## config.mk

```make
export PLATFORM = sky130hd
export DESIGN_NAME = chained_hash_set_unit
export DESIGN_NICKNAME = d
export VERILOG_FILES = /design/src/hdl/chs_pkg.sv /design/src/hdl/chs_datapath.sv /design/src/hdl/chs_controller.sv /design/src/hdl/chained_hash_set_unit.sv
export SDC_FILE = /design/constraint.sdc
export NUM_CORES = 2
export LEC_CHECK = 0
export BUFFER_PORTS_ARGS = -buffer_cell sky130_fd_sc_hd__buf_2
export CAP_MARGIN = 20
export CORE_ASPECT_RATIO = 0.75
export CORE_MARGIN = 5
export CORE_UTILIZATION = 57
export DETAILED_ROUTE_END_ITERATION = 8
export PLACE_DENSITY = 0.8
export SYNTH_ARGS = -nofsm -noshare
export SYNTH_HDL_FRONTEND = slang
export SYNTH_SLANG_ARGS = --single-unit
```

## constraint.sdc

```tcl
create_clock -name clock -period 5.19 [get_ports clock]
set_input_delay 1.038 -clock clock [delete_from_list [all_inputs] [get_ports clock]]
set_output_delay 1.038 -clock clock [all_outputs]
set_load 0.03 [all_outputs]
```

## src/hdl/chs_pkg.sv

```systemverilog
package chs_pkg;

   localparam int KEY_W            = 32;
   localparam int NUM_BUCKETS_DEF  = 6;
   localparam int BUCKET_DEPTH_DEF = 8;
   localparam int DIGIT_W          = 2;
   localparam int DIGITS           = KEY_W / DIGIT_W;

   typedef enum logic [1:0] {
      CMD_INSERT = 2'd0,
      CMD_ERASE  = 2'd1,
      CMD_QUERY  = 2'd2
   } cmd_type;

   typedef struct packed {
      cmd_type                 cmd;
      logic signed [KEY_W-1:0] key;
   } req_type;

   typedef struct packed {
      logic found;
      logic status;
   } rsp_type;

   typedef struct packed {
      logic start;
      logic mod_step;
      logic fixup;
      logic fill_rd;
      logic slot_rd;
      logic slot_chk;
      logic finish;
   } ctl_cmd_type;

   typedef struct packed {
      logic mod_last;
      logic scan_end;
   } ctl_sts_type;

endpackage

```

## src/hdl/chs_datapath.sv

```systemverilog
module chs_datapath #(
   parameter int NUM_BUCKETS  = chs_pkg::NUM_BUCKETS_DEF,
   parameter int BUCKET_DEPTH = chs_pkg::BUCKET_DEPTH_DEF
) (
   input  logic                 clock,
   input  logic                 reset,
   input  chs_pkg::req_type     req_data,
   input  chs_pkg::ctl_cmd_type ctl_cmd,
   output chs_pkg::ctl_sts_type ctl_sts,
   output chs_pkg::rsp_type     rsp_data
);
   import chs_pkg::*;

   localparam int BW    = (NUM_BUCKETS > 1) ? $clog2(NUM_BUCKETS) : 1;
   localparam int SLOTS = NUM_BUCKETS * BUCKET_DEPTH;
   localparam int AW    = (SLOTS > 1) ? $clog2(SLOTS) : 1;
   localparam int FW    = $clog2(BUCKET_DEPTH + 1);
   localparam int SW    = $clog2(DIGITS);
   localparam int RW    = BW + DIGIT_W;
   localparam longint WRAP = (longint'(1) << KEY_W) % NUM_BUCKETS;

   localparam logic [RW-1:0] N1     = RW'(NUM_BUCKETS);
   localparam logic [RW-1:0] N2     = RW'(2 * NUM_BUCKETS);
   localparam logic [RW-1:0] N3     = RW'(3 * NUM_BUCKETS);
   localparam logic [BW-1:0] WRAP_R = BW'(WRAP);
   localparam logic [BW:0]   NWRAP  = (BW+1)'(longint'(NUM_BUCKETS) - WRAP);
   localparam logic [FW-1:0] DEPTH  = FW'(BUCKET_DEPTH);

   cmd_type          cmd_ff;
   logic [KEY_W-1:0] key_ff;
   logic [KEY_W-1:0] shift_ff;
   logic [BW-1:0]    rem_ff;
   logic [SW-1:0]    step_ff;
   logic [BW-1:0]    bucket_ff;
   logic [AW-1:0]    base_ff;
   logic [FW-1:0]    fill_ff;
   logic [FW-1:0]    rd_idx_ff;
   logic [FW-1:0]    wr_idx_ff;
   logic             found_ff;
   logic             status_ff;
   logic [KEY_W-1:0] rd_data_ff;
   logic [NUM_BUCKETS-1:0] fill_vld_ff;

   logic [KEY_W-1:0] key_mem  [SLOTS];
   logic [FW-1:0]    fill_mem [NUM_BUCKETS];

   logic [RW-1:0]    acc;
   logic [RW-1:0]    acc_red;
   logic [BW-1:0]    bucket_in;
   logic [AW-1:0]    slot_addr;
   logic             match;
   logic             keep;
   logic             mem_we;
   logic [AW-1:0]    mem_wa;
   logic [KEY_W-1:0] mem_wd;
   logic             fill_we;
   logic [FW-1:0]    fill_wd;

   assign acc = {rem_ff, shift_ff[KEY_W-1 -: DIGIT_W]};

   always_comb begin
      priority if (acc >= N3) begin
         acc_red = acc - N3;
      end else if (acc >= N2) begin
         acc_red = acc - N2;
      end else if (acc >= N1) begin
         acc_red = acc - N1;
      end else begin
         acc_red = acc;
      end
   end

   // negative keys: remainder of the raw word corrected by 2^32 mod N
   always_comb begin
      priority if (!key_ff[KEY_W-1]) begin
         bucket_in = rem_ff;
      end else if (rem_ff >= WRAP_R) begin
         bucket_in = rem_ff - WRAP_R;
      end else begin
         bucket_in = BW'({1'b0, rem_ff} + NWRAP);
      end
   end

   assign slot_addr = base_ff + AW'(rd_idx_ff);
   assign match     = (rd_data_ff == key_ff);
   assign keep      = (cmd_ff == CMD_ERASE) && !match;

   always_comb begin
      mem_we  = 1'b0;
      mem_wa  = base_ff + AW'(fill_ff);
      mem_wd  = key_ff;
      fill_we = 1'b0;
      fill_wd = wr_idx_ff;
      if (ctl_cmd.slot_chk && keep) begin
         mem_we = 1'b1;
         mem_wa = base_ff + AW'(wr_idx_ff);
         mem_wd = rd_data_ff;
      end
      if (ctl_cmd.finish) begin
         unique case (cmd_ff)
            CMD_INSERT: begin
               mem_we  = (fill_ff != DEPTH);
               fill_we = (fill_ff != DEPTH);
               fill_wd = fill_ff + FW'(1);
            end
            CMD_ERASE: begin
               fill_we = 1'b1;
            end
            default: begin
               fill_we = 1'b0;
            end
         endcase
      end
   end

   always_ff @(posedge clock) begin
      if (mem_we) begin
         key_mem[mem_wa] <= mem_wd;
      end
      if (ctl_cmd.slot_rd) begin
         rd_data_ff <= key_mem[slot_addr];
      end
      if (fill_we) begin
         fill_mem[bucket_ff] <= fill_wd;
      end
      if (ctl_cmd.fill_rd) begin
         fill_ff <= fill_vld_ff[bucket_ff] ? fill_mem[bucket_ff] : '0;
      end
   end

   always_ff @(posedge clock) begin
      if (reset) begin
         fill_vld_ff <= '0;
      end else if (fill_we) begin
         fill_vld_ff[bucket_ff] <= 1'b1;
      end
   end

   always_ff @(posedge clock) begin
      if (ctl_cmd.start) begin
         cmd_ff   <= req_data.cmd;
         key_ff   <= req_data.key;
         shift_ff <= req_data.key;
         rem_ff   <= '0;
         step_ff  <= '0;
      end
      if (ctl_cmd.mod_step) begin
         rem_ff   <= acc_red[BW-1:0];
         shift_ff <= shift_ff << DIGIT_W;
         step_ff  <= step_ff + SW'(1);
      end
      if (ctl_cmd.fixup) begin
         bucket_ff <= bucket_in;
      end
      if (ctl_cmd.fill_rd) begin
         base_ff   <= AW'(bucket_ff) * AW'(BUCKET_DEPTH);
         rd_idx_ff <= '0;
         wr_idx_ff <= '0;
         found_ff  <= 1'b0;
         status_ff <= 1'b0;
      end
      if (ctl_cmd.slot_chk) begin
         rd_idx_ff <= rd_idx_ff + FW'(1);
         if (keep) begin
            wr_idx_ff <= wr_idx_ff + FW'(1);
         end
         if (match) begin
            found_ff <= 1'b1;
         end
      end
      if (ctl_cmd.finish) begin
         status_ff <= (cmd_ff == CMD_INSERT) && (fill_ff == DEPTH);
      end
   end

   assign ctl_sts.mod_last = (step_ff == SW'(DIGITS - 1));
   assign ctl_sts.scan_end = (rd_idx_ff == fill_ff);
   assign rsp_data.found   = found_ff;
   assign rsp_data.status  = status_ff;

endmodule

```

## src/hdl/chs_controller.sv

```systemverilog
module chs_controller (
   input  logic                 clock,
   input  logic                 reset,
   input  logic                 req_valid,
   output logic                 req_stall,
   output logic                 rsp_valid,
   input  logic                 rsp_stall,
   input  chs_pkg::ctl_sts_type ctl_sts,
   output chs_pkg::ctl_cmd_type ctl_cmd
);
   import chs_pkg::*;

   typedef enum logic [2:0] {
      ST_IDLE,
      ST_MOD,
      ST_FIX,
      ST_FILL,
      ST_RD,
      ST_CHK,
      ST_FIN,
      ST_RESP
   } state_type;

   state_type state_ff;
   logic      rsp_valid_ff;

   always_comb begin
      ctl_cmd = '0;
      unique case (state_ff)
         ST_IDLE: ctl_cmd.start    = req_valid;
         ST_MOD:  ctl_cmd.mod_step = 1'b1;
         ST_FIX:  ctl_cmd.fixup    = 1'b1;
         ST_FILL: ctl_cmd.fill_rd  = 1'b1;
         ST_RD:   ctl_cmd.slot_rd  = !ctl_sts.scan_end;
         ST_CHK:  ctl_cmd.slot_chk = 1'b1;
         ST_FIN:  ctl_cmd.finish   = 1'b1;
         ST_RESP: ctl_cmd          = '0;
         default: ctl_cmd          = '0;
      endcase
   end

   always_ff @(posedge clock) begin
      if (reset) begin
         state_ff     <= ST_IDLE;
         rsp_valid_ff <= 1'b0;
      end else begin
         unique case (state_ff)
            ST_IDLE: begin
               if (req_valid) begin
                  state_ff <= ST_MOD;
               end
            end
            ST_MOD: begin
               if (ctl_sts.mod_last) begin
                  state_ff <= ST_FIX;
               end
            end
            ST_FIX:  state_ff <= ST_FILL;
            ST_FILL: state_ff <= ST_RD;
            ST_RD: begin
               state_ff <= ctl_sts.scan_end ? ST_FIN : ST_CHK;
            end
            ST_CHK:  state_ff <= ST_RD;
            ST_FIN: begin
               state_ff     <= ST_RESP;
               rsp_valid_ff <= 1'b1;
            end
            ST_RESP: begin
               if (!rsp_stall) begin
                  state_ff     <= ST_IDLE;
                  rsp_valid_ff <= 1'b0;
               end
            end
            default: state_ff <= ST_IDLE;
         endcase
      end
   end

   assign req_stall = (state_ff != ST_IDLE);
   assign rsp_valid = rsp_valid_ff;

endmodule

```

## src/hdl/chained_hash_set_unit.sv

```systemverilog
// Hash set of signed 32-bit keys, one response per request (insert, erase all copies,
// or query). Acceptance is followed by the 2-bit-per-cycle remainder unit that picks
// the bucket, then a read and a compare for each slot already stored in that bucket,
// on the single key memory. Requests are taken one at a time; req_stall stays high
// from acceptance until the response has been taken. No clearing pass after reset.
module chained_hash_set_unit #(
   parameter int NUM_BUCKETS  = chs_pkg::NUM_BUCKETS_DEF,
   parameter int BUCKET_DEPTH = chs_pkg::BUCKET_DEPTH_DEF
) (
   input  logic             clock,
   input  logic             reset,
   input  logic             req_valid,
   output logic             req_stall,
   input  chs_pkg::req_type req_data,
   output logic             rsp_valid,
   input  logic             rsp_stall,
   output chs_pkg::rsp_type rsp_data
);
   import chs_pkg::*;

   ctl_cmd_type ctl_cmd;
   ctl_sts_type ctl_sts;

   chs_controller u_ctl (
      .clock     (clock),
      .reset     (reset),
      .req_valid (req_valid),
      .req_stall (req_stall),
      .rsp_valid (rsp_valid),
      .rsp_stall (rsp_stall),
      .ctl_sts   (ctl_sts),
      .ctl_cmd   (ctl_cmd)
   );

   chs_datapath #(
      .NUM_BUCKETS  (NUM_BUCKETS),
      .BUCKET_DEPTH (BUCKET_DEPTH)
   ) u_dp (
      .clock    (clock),
      .reset    (reset),
      .req_data (req_data),
      .ctl_cmd  (ctl_cmd),
      .ctl_sts  (ctl_sts),
      .rsp_data (rsp_data)
   );

endmodule

```

==> flow_metrics.tcl <==
set metrics [dict create \
    portBuffers 41 \
    yosysSeqAreaShare_pct 77.0 \
    cts.clk_slew.worst_paths_ps 60 \
    nNetsFinal 3216 \
    syn_area_um2 65900 \
    multi_input_area_um2 15000 \
    postRouteAntennaNets 0 \
    endpoint_kind "register" \
    synth-edff-count 1678 \
    crit_arrival_ps 4790 \
    grt_pass1_wl_um 247000 \
    antenna_found_initial 15 \
    synth.area.top_cells "edfxtp_1, mux4_2, mux2i_1, mux2_2, a22o_1" \
    ctsHoldBuffers 0 \
    drc 0 \
    slew_headroom_pct 14.4 \
    hp-class "input pin to register" \
    avgSynthCellArea_um2 22.2 \
    clockBufferDepth 3 \
    post_cts_buffers 0 \
    drv_cap 0 \
    fp.dieH_um 304 \
    post-dp-hpwl_um 104000 \
    synth_nets 3029 \
    detail_route.vias_per_cell 7.04 \
    fill_cells 7054 \
    leakagePower_nw 23.5 \
    initialDrtViolationCount 5964 \
    cp-endpoint "u_dp.key_mem[2][3]$_DFFE_PP_" \
    pwr_density_cell_nw_per_um2 358 \
    layout_common_cells "edfxtp_1, mux4_2, clkbuf_16" \
    dieWidth_um 403 \
    wire_per_inst_um 36.4 \
    track_usage_pct 28.5 \
    peakVddDrop_mv 0.354 \
    layout_commonest_cell "edfxtp_1" \
    synth_cells 2973 \
    whs_ps 464 \
    fmax_mhz 227 \
    startpoint_type "register" \
    placementRows 108 \
    drt_wl_total_um 175000 \
    ys_ff_latch 1695 \
    required_ps 5580 \
    status "finished clean" \
    overflow 0 \
    setup-tns-final_ps 0 \
    yosys.area.top_type "edfxtp_1" \
    synth_flop_cell "edfxtp_1" \
    io_pins 42 \
    insertion_delay_ps 770 \
    gp_congestion 0.926 \
    grt_pass1_vias 33000 \
    post_cts_resized 0 \
    async_flop_share_pct 0 \
    grt_max_degree 99 \
    crit_start "u_dp.rd_data_ff[2]$_DFFE_PP_" \
    ys_types 53 \
    finalPower_mw 26.5 \
    rsz0062_at_grt "no" \
    finalClockSkew_ps 25.9 \
    cts_max_level 4 \
    tritoncts "built" \
    final-hold-violation-count 0 \
    die-area_um2 123000 \
    start_util_pct 57.2 \
    synth_top_area_share_pct 76.5 \
    ff2ff_path_depth 12 \
    layout-drive-gt1-share_pct 28.2 \
    cts_root_buf "clkbuf_16" \
    finalSetupViolCount 0 \
    crit_type "register to register" \
    r2r_start "u_dp.rd_data_ff[2]$_DFFE_PP_" \
    yosysWarnings 0 \
    dr.pass1.iters 7 \
    regArea_um2 50700 \
    rrSetupSlack_ps 790 \
    clock-sinks 1695 \
    rr_endpoint "u_dp.key_mem[2][3]$_DFFE_PP_" \
    worst_pin_slew_ps 1280 \
    path_max_fanout 32 \
    vias 33900 \
    slew_violations 0 \
    cts_buffers 147 \
    design.core.area_um2 115000 \
    syn2layout_area_growth_pct 12.5 \
    min_period_ps 4400 \
    period_share_pct 84.8 \
]
how the worst min path moves through the flow:
stage	slack, ps	depth (start not counted)	endpoint	from
after CTS	420	1	u_dp.cmd_ff[0]$_DFFE_PP_	req_data[32]
after detailed placement	480	1	u_dp.fill_vld_ff[2]$_SDFFE_PP0P_	u_dp.fill_vld_ff[2]$_SDFFE_PP0P_
after global routing	450	1	u_dp.cmd_ff[1]$_DFFE_PP_	req_data[33]
after floorplan	420	0	u_dp.base_ff[3]$_DFFE_PP_	u_dp.bucket_ff[0]$_DFFE_PP_
final	460	1	u_dp.cmd_ff[1]$_DFFE_PP_	req_data[33]
after global placement	470	1	u_dp.fill_vld_ff[1]$_SDFFE_PP0P_	u_dp.fill_vld_ff[1]$_SDFFE_PP0P_
state kept, by name, indices dropped and copies added (netlist names):
signal            count
u_dp.key_mem       1536
u_dp.key_ff          32
u_dp.rd_data_ff      32
u_dp.shift_ff        32
u_dp.fill_mem        24
u_dp.fill_vld_ff      6
u_dp.fill_ff          4
u_dp.rd_idx_ff        4
u_dp.step_ff          4
u_dp.wr_idx_ff        4
u_ctl.state_ff        3
u_dp.base_ff          3
u_dp.bucket_ff        3
u_dp.rem_ff           3
u_dp.cmd_ff           2
u_ctl.rsp_valid       1
u_dp.found_ff         1
u_dp.status_ff        1
cell type report:
cell class	count	area share, %
clock buffers	183	5.37
repair buffers	199	2.47
well taps	1540	2.60
flip-flops and latches	1695	68.4
diodes	5	0.0169
inverters	13	0.0658
multi-input cells	1104	20.2
clock inverters	77	0.888
where the power goes:
part	total (mW)	switching [mW]	internal, mW
registers	15.2	0.0422	15.1
clock network	10.8	4.84	5.99
logic	0.571	0.433	0.137
cells in the mapped netlist, types with 4 or more instances:
cell type / n
mux2_2: 48
a22o_1: 59
ha_1: 18
mux4_2: 409
nor3_1: 33
nand2_1: 45
clkbuf_1: 58
o21ba_2: 6
nand4_1: 4
mux2i_1: 112
buf_2: 64
a21oi_1: 73
o21ai_0: 16
o2111ai_1: 8
nor4_1: 9
nor2_1: 61
inv_1: 13
nand3_1: 14
dfxtp_1: 17
a211oi_1: 56
o22ai_1: 7
edfxtp_1: 1678
xnor2_1: 10
buf_4: 13
nor2b_1: 34
buf_1: 22
buf_6: 4
xor2_1: 38
nand2b_1: 4
critical path: stages (launching register included):
cell and delay [ps]:
edfxtp_1 420, xor2_1 190, nor4_1 370, nand4_1 220, buf_4 250, o21ai_4 140
mux2_2 350, ha_1 220, ha_1 230, xor2_1 160, or3_1 710, a21oi_4 260
buf_4 470
logic make-up after synthesis:
logic type                 Yosys count  share of synthesized area (%)
muxes                              569                           16.5
DFF                               1695                           77.0
buffers and inverters              174                           1.23
adders and majority gates           18                          0.342
xor gates and xnor gates            48                          0.638
AOI/OAI and AO/OA                  247                           2.63
and+or+nand+nor                    222                           1.66
stage by stage:
step	worst slack (ps)	utilization (%)	instance area, um^2	cells
final	787	64.3	74200	4816
after global routing	532	64.3	74100	4811
after CTS	835	64.1	73900	4799
after detailed placement	898	60.1	69300	4539
after global placement	953	60.1	69300	4539
after floorplan	30.0	-	65900	2973
layer usage:
metal  wire, um  global-route usage, %
met1      61000                   40.7
met2      78800                   41.2
met5         51                      0
met4       6010                   9.12
met3      29300                   11.2
No activity file was read; power rests on OpenSTA's default activity.
